`src/rtl/text_console_char_writer_core_assert.svh`:
```
// Assertion helpers for the RTL files that check their own logic (tcw_back includes them).
`ifndef TEXT_CONSOLE_CHAR_WRITER_CORE_ASSERT_SVH
`define TEXT_CONSOLE_CHAR_WRITER_CORE_ASSERT_SVH

// The property must hold at every clock edge outside reset.
`define TCW_ASSERT_ALWAYS(label, clk, rst_n, prop, msg) \
    label: assert property (@(posedge clk) disable iff (!rst_n) (prop)) \
        else $error(msg);

// When the condition holds, the property holds in the same cycle.
`define TCW_ASSERT_IMPLY(label, clk, rst_n, cond, prop, msg) \
    label: assert property (@(posedge clk) disable iff (!rst_n) (cond) |-> (prop)) \
        else $error(msg);

// When the condition holds, the property holds in the following cycle.
`define TCW_ASSERT_NEXT(label, clk, rst_n, cond, prop, msg) \
    label: assert property (@(posedge clk) disable iff (!rst_n) (cond) |=> (prop)) \
        else $error(msg);

`endif

```
`src/rtl/tcw_pkg.sv`:
```
`default_nettype none

package tcw_pkg;

    localparam int ROW_FW  = 5;
    localparam int COL_FW  = 7;
    localparam int GUARD_W = 7;
    localparam int CFG_IDX_W = 1;
    localparam int CFG_DATA_W = 8;

    localparam logic [1:0] MODE_PUT   = 2'd0;
    localparam logic [1:0] MODE_CLEAR = 2'd1;
    localparam logic [1:0] MODE_READ  = 2'd2;

    localparam logic [7:0] CH_NEWLINE   = 8'd10;
    localparam logic [7:0] CH_BACKSPACE = 8'd8;
    localparam logic [7:0] BLANK_CHAR   = 8'h20;
    localparam logic [7:0] RESET_ATTR   = 8'h07;
    localparam logic [GUARD_W-1:0] RESET_GUARD = 7'd8;

    localparam logic [CFG_IDX_W-1:0] CFG_TEXT_ATTR    = 1'd0;
    localparam logic [CFG_IDX_W-1:0] CFG_PROMPT_GUARD = 1'd1;

    localparam int QUEUE_DEPTH = 2;
    localparam int QPTR_W = $clog2(QUEUE_DEPTH);

    typedef struct packed {
        logic [1:0]        mode;
        logic [7:0]        char_code;
        logic [ROW_FW-1:0] read_row;
        logic [COL_FW-1:0] read_col;
    } t_in_item;

    typedef struct packed {
        logic [ROW_FW-1:0] cursor_row;
        logic [COL_FW-1:0] cursor_col;
        logic [7:0]        cell_char;
        logic [7:0]        cell_attr;
        logic              scrolled;
    } t_out_item;

    typedef struct packed {
        logic [7:0]         text_attribute;
        logic [GUARD_W-1:0] prompt_guard;
    } t_cfg;

    typedef struct packed {
        logic [7:0] attr;
        logic [7:0] ch;
    } t_cell;

    typedef enum logic [2:0] {
        CMD_PUT,
        CMD_NEWLINE,
        CMD_BACKSPACE,
        CMD_CLEAR,
        CMD_READ,
        CMD_NOP
    } t_cmd_kind;

    typedef struct packed {
        t_cmd_kind         kind;
        logic [7:0]        char_code;
        logic [ROW_FW-1:0] read_row;
        logic [COL_FW-1:0] read_col;
    } t_cmd;

    typedef enum logic [2:0] {
        ST_INIT,
        ST_IDLE,
        ST_FILL,
        ST_SCROLL,
        ST_BLANK,
        ST_READ_WAIT
    } t_back_state;

endpackage

`default_nettype wire

```
`src/rtl/tcw_front.sv`:
```
`default_nettype none

module tcw_front (
    input  logic              i_clk,
    input  logic              i_rst_n,
    input  logic              i_accept_en,
    input  logic              i_in_valid,
    output logic              o_in_ready,
    input  tcw_pkg::t_in_item i_in_item,
    output logic              o_cmd_valid,
    output tcw_pkg::t_cmd     o_cmd,
    input  logic              i_cmd_pop
);

    import tcw_pkg::*;

    t_cmd              w_cmd;
    t_cmd              r_slot [QUEUE_DEPTH];
    logic [QPTR_W-1:0] r_wr_ptr;
    logic [QPTR_W-1:0] r_rd_ptr;
    logic [QPTR_W:0]   r_count;
    logic [QPTR_W-1:0] n_wr_ptr;
    logic [QPTR_W-1:0] n_rd_ptr;
    logic [QPTR_W:0]   n_count;
    logic              w_push;

    // Newline and backspace are told apart here so the executor only branches on kind.
    always_comb begin
        w_cmd.char_code = i_in_item.char_code;
        w_cmd.read_row  = i_in_item.read_row;
        w_cmd.read_col  = i_in_item.read_col;
        case (i_in_item.mode)
            MODE_PUT: begin
                if (i_in_item.char_code == CH_NEWLINE) begin
                    w_cmd.kind = CMD_NEWLINE;
                end else if (i_in_item.char_code == CH_BACKSPACE) begin
                    w_cmd.kind = CMD_BACKSPACE;
                end else begin
                    w_cmd.kind = CMD_PUT;
                end
            end
            MODE_CLEAR: w_cmd.kind = CMD_CLEAR;
            MODE_READ:  w_cmd.kind = CMD_READ;
            default:    w_cmd.kind = CMD_NOP;
        endcase
    end

    assign o_in_ready  = i_accept_en && (r_count != (QPTR_W+1)'(QUEUE_DEPTH));
    assign w_push      = i_in_valid && o_in_ready;
    assign o_cmd_valid = (r_count != '0);
    assign o_cmd       = r_slot[r_rd_ptr];

    always_comb begin
        n_wr_ptr = r_wr_ptr;
        n_rd_ptr = r_rd_ptr;
        n_count  = r_count;
        if (w_push) begin
            n_wr_ptr = (r_wr_ptr == QPTR_W'(QUEUE_DEPTH - 1)) ? '0 : r_wr_ptr + 1'b1;
        end
        if (i_cmd_pop) begin
            n_rd_ptr = (r_rd_ptr == QPTR_W'(QUEUE_DEPTH - 1)) ? '0 : r_rd_ptr + 1'b1;
        end
        case ({w_push, i_cmd_pop})
            2'b10:   n_count = r_count + 1'b1;
            2'b01:   n_count = r_count - 1'b1;
            default: n_count = r_count;
        endcase
    end

    always_ff @(posedge i_clk) begin
        if (!i_rst_n) begin
            r_wr_ptr <= '0;
            r_rd_ptr <= '0;
            r_count  <= '0;
        end else begin
            r_wr_ptr <= n_wr_ptr;
            r_rd_ptr <= n_rd_ptr;
            r_count  <= n_count;
        end
    end

    always_ff @(posedge i_clk) begin
        if (w_push) begin
            r_slot[r_wr_ptr] <= w_cmd;
        end
    end

endmodule

`default_nettype wire

```
`config.mk`:
```
export PLATFORM = sky130hd
export DESIGN_NAME = tcw_front
export DESIGN_NICKNAME = d
export VERILOG_FILES = /design/src/rtl/text_console_char_writer_core_assert.svh /design/src/rtl/tcw_pkg.sv /design/src/rtl/tcw_front.sv
export SDC_FILE = /design/constraint.sdc
export NUM_CORES = 1
export LEC_CHECK = 0
export CAP_MARGIN = 0
export CORE_MARGIN = 8
export CORE_UTILIZATION = 61
export DETAILED_ROUTE_END_ITERATION = 12
export DONT_BUFFER_PORTS = 1
export PLACE_DENSITY_LB_ADDON = 0.15
export SYNTH_ARGS = -nofsm -noshare
export SYNTH_HDL_FRONTEND = slang
export SYNTH_SLANG_ARGS = --single-unit
```
`constraint.sdc`:
```
create_clock -name i_clk -period 2.4 [get_ports i_clk]
set_input_delay 0.6 -clock i_clk [delete_from_list [all_inputs] [get_ports i_clk]]
set_output_delay 0.6 -clock i_clk [all_outputs]
set_load 0.02 [all_outputs]
```
==> impl_metrics.ini, run 1 <==
[worst_setup_path]
crit_type = reg -> out
r2r_cells = 5
reg2reg_slack_ns = 0.59
crit_required_ns = 1.80
crit_fanout = 15
start_kind = register
critPathArrivalTime_ns = 1.36
r2r-end = r_count[1]$_SDFFE_PN0P_
critPathCaptureType = primary output
rr_startpoint = r_count[1]$_SDFFE_PN0P_

[drt]
dr.pass1.iters = 4
wl_per_cell_um = 19.1
routed_via_density = 5.40
drt_iter0_markers = 49
drc = 0
ant_nets = 0
num_vias = 874
drt-total-wl_mm = 3.09

[layout]
nFillCells = 198
multiInputGateArea_sq_um = 419
regArea_sq_um = 1480
fin_nets = 145
n_antenna_cell = 0
syn_to_final_growth_pct = 10.4
final_util_pct = 70.3
design_area_sq_um = 2130
drive_gt1_share_pct = 33.1

[yosys]
synth_top_area_share_pct = 71.6
yosys.cell_types.count = 22
syn_inst = 106
yosysTopAreaCell = edfxtp_1
synth_area_leaders = edfxtp_1, mux2_2, dfxtp_1
avgSynthCellArea_sq_um = 18.2
yosysSeqAreaShare_pct = 76.8
syn-num-nets = 134
ys_seq_elements = 51
syn_area_sq_um = 1930
ys_warn_count = 0

[power]
ir_drop_mv = 0.683
pwr_density_cell_nw_per_um2 = 852
power.leakage_nw = 0.716
total_power_w = 0.00181
pwr-share-clk_pct = 31.3
seq_power_share_pct = 57.1
combPwrFrac_pct = 11.5
p_int_w = 0.00142
swShare_pct = 21.6
p_switching_w = 0.000392

[floorplan]
chipHeight_um = 72.2
io_pins = 52
die_area_sq_um = 5220
die_width_um = 72.2
core_sq_um = 3030
rows = 20
start_util_pct = 63.7

[clock_network]
cts.repair.resized = 0
clockBufferDepth = 2
post_cts_buffers = 0
cts.sinks = 51
cts_buffers = 5
htree_num_levels = 2
cts_hold_buf = 0
clk_pin_slew_worst_paths_ns = 0.13
worstSkewPairLatency_ns = 0.35
cts_tree = done
ctsRootBufferMaster = clkbuf_4

[grt]
grt_pass1_wl_mm = 4.80
grt_max_degree = 16
grt_usage_pct = 12.6
overflow = 0
grt_pass1_vias = 961
antenna_found_initial = 0

[timing]
rsz0062_at_grt = false
relSlewSlack_pct = 66.3
tightest_slew_ns = 0.500
fmax_mhz = 510
finalCriticalPeriod_ns = 1.96
finClkSkew_ns = 0.00471
finalSetupTns_ns = 0
final.period_utilization_pct = 81.7
setup_violations = 0
setup_slack_ns = 0.440
timing.final.hold_violations = 0
drv_slew = 0

[worst_hold_path]
holdCritStartpoint = i_in_item[19]
hold_path_depth = 0
holdPathEnd = r_slot[1][19]$_DFFE_PP_
hold_path_class = in -> reg

[placement]
place.gp.congestion = 0.681
placed_area_sq_um = 2030
io_buffers = 0
preCtsSetupSlack_ns = 0.630
post-dp-hpwl_mm = 2.28

[run]
cap_violations = 0

[run_status]
status = completed
-- area by class of cell --
type | instances | area share (%)
inverter | 5 | 0.882
clock buffer | 6 | 1.94
timing repair buffer | 7 | 2.47
clock inverter | 2 | 2.82
sequential | 51 | 69.6
multi-input combinational | 47 | 19.7
tap | 44 | 2.59
-- cells in the final DEF, fill, tap and decap left out, drive strengths merged --
master / synthesis / final
and2: 3 / 3
mux2: 23 / 23
ha: 1 / 1
a21boi: 2 / 2
nand2: 3 / 3
xnor2: 2 / 2
inv: 5 / 5
nor4: 1 / 1
buf: 2 / 7
or3: 1 / 1
clkbuf: 1 / 6
bufinv: 0 / 2
nand3: 1 / 1
edfxtp: 46 / 46
a41oi: 1 / 1
o211ai: 1 / 1
mux2i: 1 / 1
nor2: 4 / 4
xor2: 1 / 1
o21ai: 1 / 1
o31ai: 1 / 1
dfxtp: 5 / 5
-- power by group through the flow --
stage	clock network, W	registers (W)	logic [W]
floorplan	0	0.00105	0.000171
CTS	0.000583	0.00104	0.000214
global route	0.000622	0.00104	0.000226
finish	0.000568	0.00104	0.000209
detailed placement	0	0.00106	0.000212
global placement	0	0.00105	0.000209
-- layer usage --
layer | vias up | wire length (um) | global-route usage, %
li1 | 419 | - | -
met2 | 28 | 1610 | 20.3
met3 | 4 | 328 | 7.16
met5 | - | 0 | 0
met4 | 0 | 36 | 6.80
met1 | 423 | 1120 | 12.6
-- worst max-delay path: stages, from the launching register on --
cell     delay (ns)
dfxtp_1        0.35
buf_4          0.23
mux2_2         0.43
-- cells in the mapped netlist --
library cell and instances:
edfxtp_1 46, mux2_2 23, dfxtp_1 5, inv_1 5, nor2_1 4, and2_1 3
nand2_1 3, buf_2 2, xnor2_1 2, a21boi_0 1, a21boi_1 1, a41oi_1 1
clkbuf_1 1, ha_1 1, mux2i_1 1, nand3_1 1, nor4_1 1, o211ai_1 1
o21ai_0 1, o31ai_1 1, or3_1 1, xor2_1 1
-- cell families after synthesis --
logic type / Yosys count / synth area share (%)
and+or+nand+nor: 13 / 3.24
adders and majority gates: 1 / 0.649
AOI/OAI and AO/OA: 6 / 2.27
buffers and inverters: 8 / 1.69
DFF: 51 / 76.8
xor gates and xnor gates: 3 / 1.36
muxes: 24 / 14.0
-- state kept, by name, summed over array words and instances (netlist names), named ones only --
signal,cells
r_rd_ptr,1
r_wr_ptr,1
r_slot,46
r_count,2
-- how the worst max path moves through the flow --
stage | to | cells after the start | startpoint | slack (ns)
3_3_place_gp | r_count[1]$_SDFFE_PN0P_ | 4 | i_accept_en | 0.72
4_1_cts | o_cmd[22] | 2 | register | 0.40
6_report | o_cmd[22] | 2 | register | 0.44
2_1_floorplan | r_slot[0][0]$_DFFE_PP_ | 2 | i_accept_en | 0.23
3_5_place_dp | r_count[1]$_SDFFE_PN0P_ | 5 | r_count[1]$_SDFFE_PN0P_ | 0.63
5_1_grt | o_cmd[13] | 2 | register | 0.35
-- stage by stage --
stage	hold WS [ns]	instances
3_5_place_dp	0.501	154
6_report	0.334	162
3_3_place_gp	0.480	154
5_1_grt	0.292	162
4_1_cts	0.314	162
2_1_floorplan	0.451	106
Note: power is estimated with default switching activity, not from simulation.
==> inputs of run 2 (changes only) <==
--- a/config.mk
+++ b/config.mk
@@ -7,7 +7,7 @@
 export LEC_CHECK = 0
 export CAP_MARGIN = 0
 export CORE_MARGIN = 8
-export CORE_UTILIZATION = 61
+export CORE_UTILIZATION = 55
 export DETAILED_ROUTE_END_ITERATION = 12
 export DONT_BUFFER_PORTS = 1
 export PLACE_DENSITY_LB_ADDON = 0.15
==> constraint.sdc (replaced) <==
create_clock -name i_clk -period 1.8 [get_ports i_clk]
set_input_delay 0.45 -clock i_clk [delete_from_list [all_inputs] [get_ports i_clk]]
set_output_delay 0.45 -clock i_clk [all_outputs]
set_load 0.02 [all_outputs]
==> impl_metrics.ini, run 2 (synthesis results as in run 1) <==
[floorplan]
io_pins = 52
die_width_um = 75.2
chipHeight_um = 75.2
start_util_pct = 57.3
core_sq_um = 3360
die_area_sq_um = 5660
rows = 21

[worst_hold_path]
hold_path_class = in -> reg
holdCritStartpoint = i_in_item[2]

[timing]
fmax_mhz = 562
tightest_slew_ns = 0.433
drv_slew = 0
setup_violations = 0
setup_slack_ns = 0.0196
finClkSkew_ns = 0.00784
final.period_utilization_pct = 98.9
timing.final.hold_violations = 0
finalSetupTns_ns = 0
relSlewSlack_pct = 70.9
rsz0062_at_grt = true
finalCriticalPeriod_ns = 1.78

[power]
power.leakage_nw = 0.720
pwr_density_cell_nw_per_um2 = 1130
combPwrFrac_pct = 11.6
seq_power_share_pct = 57.2
swShare_pct = 21.5
ir_drop_mv = 0.610
p_switching_w = 0.000519
pwr-share-clk_pct = 31.2
total_power_w = 0.00242
p_int_w = 0.00190

[layout]
nFillCells = 270
layout_commonest_cell = edfxtp_1
most-common-layout-cells = edfxtp_1, mux2_2, buf_4
regMostFlops = r_slot
largest_reg_flops = 46
design_area_sq_um = 2150
final_util_pct = 63.8
fin_nets = 145
drive_gt1_share_pct = 33.9
reg_top3 = r_slot: 46 flops, r_count: 2 flops
syn_to_final_growth_pct = 11.4
n_antenna_cell = 0

[worst_setup_path]
critPathCaptureType = primary output
crit_type = reg -> out
rr_startpoint = r_count[1]$_SDFFE_PN0P_
crit_required_ns = 1.35
crit_fanout = 20
critPathArrivalTime_ns = 1.33
start_kind = register

[grt]
met3_usage_pct = 8.52
grt_use_met2_pct = 18.7
grt_max_degree = 21
grt_pass1_wl_mm = 4.60
antenna_found_initial = 0
grt_pass1_vias = 991
busiest_layer = met2
overflow = 0
grt_usage_pct = 11.5
met1_usage_pct = 10.5

[clock_network]
htree_num_levels = 2
clockBufferDepth = 2
worstSkewPairLatency_ns = 0.35
cts_tree = done
clk_pin_slew_worst_paths_ns = 0.13
cts_hold_buf = 0
cts.sinks = 51
cts_buffers = 5
ctsRootBufferMaster = clkbuf_4

[drt]
ant_nets = 0
dr.pass1.iters = 4
num_vias = 880
wl_per_cell_um = 18.4
drc = 0
drt-total-wl_mm = 3.02
drt_iter0_markers = 30
routed_via_density = 5.37

[placement]
post-dp-hpwl_mm = 2.24
preCtsSetupSlack_ns = 0.273
io_buffers = 0
place.gp.congestion = 0.756
placed_area_sq_um = 2040

[run]
cap_violations = 0

[run_status]
status = completed
[run 2: cell counts in the layout (fill, tap and decap cells not counted)]
No cell type changed its count.
[run 2: worst max-delay path: stages, from the launching register on]
cell	delay (ns)
dfxtp_4	0.40
buf_12	0.16
mux2_2	0.41
[run 2: final timing paths]
check                                               end  slack (ns)  depth (start not counted)
worst max-delay path                           o_cmd[6]        0.02                          2
worst min register to register    r_wr_ptr$_SDFFE_PN0P_        0.50                          2
worst min-delay path             r_slot[1][2]$_DFFE_PP_        0.18                          0
worst max register to register  r_count[1]$_SDFFE_PN0P_        0.24                          5
[run 2: cell type report]
type / count / area [sq um] / area share [%]
Sequential cell: 51 / 1490 / 69.2
Multi-Input combinational cell: 47 / 419 / 19.5
Timing Repair Buffer: 7 / 65.1 / 3.03
Clock inverter: 2 / 60.1 / 2.80
Tap cell: 46 / 57.6 / 2.68
Clock buffer: 6 / 41.3 / 1.92
Inverter: 5 / 18.8 / 0.874
[run 2: stage by stage]
stage	cells	hold slack, ns
floorplan	106	0.451
detailed placement	156	0.482
finish	164	0.180
global placement	156	0.471
global route	164	0.143
CTS	164	0.160
[run 2: layer usage]
metal / vias to the layer above / routed length (um)
met4: 0 / 46
met2: 32 / 1510
met5: - / 0
li1: 419 / -
met3: 6 / 391
met1: 423 / 1070
[run 2: power groups by stage]
stage / Combinational, W / Sequential, W / Clock (W)
finish: 0.000281 / 0.00138 / 0.000754
global route: 0.000304 / 0.00139 / 0.000811
CTS: 0.000288 / 0.00138 / 0.000773
detailed placement: 0.000286 / 0.00141 / 0
global placement: 0.000280 / 0.00141 / 0
floorplan: 0.000228 / 0.00141 / 0
[run 2: timing repair]
action / 4_1_cts / 5_1_grt
pin swaps: 0 / 0
setup buffers: 0 / 0
endpoints found under the setup margin: 20 / 20
gates resized for setup: 2 / 0
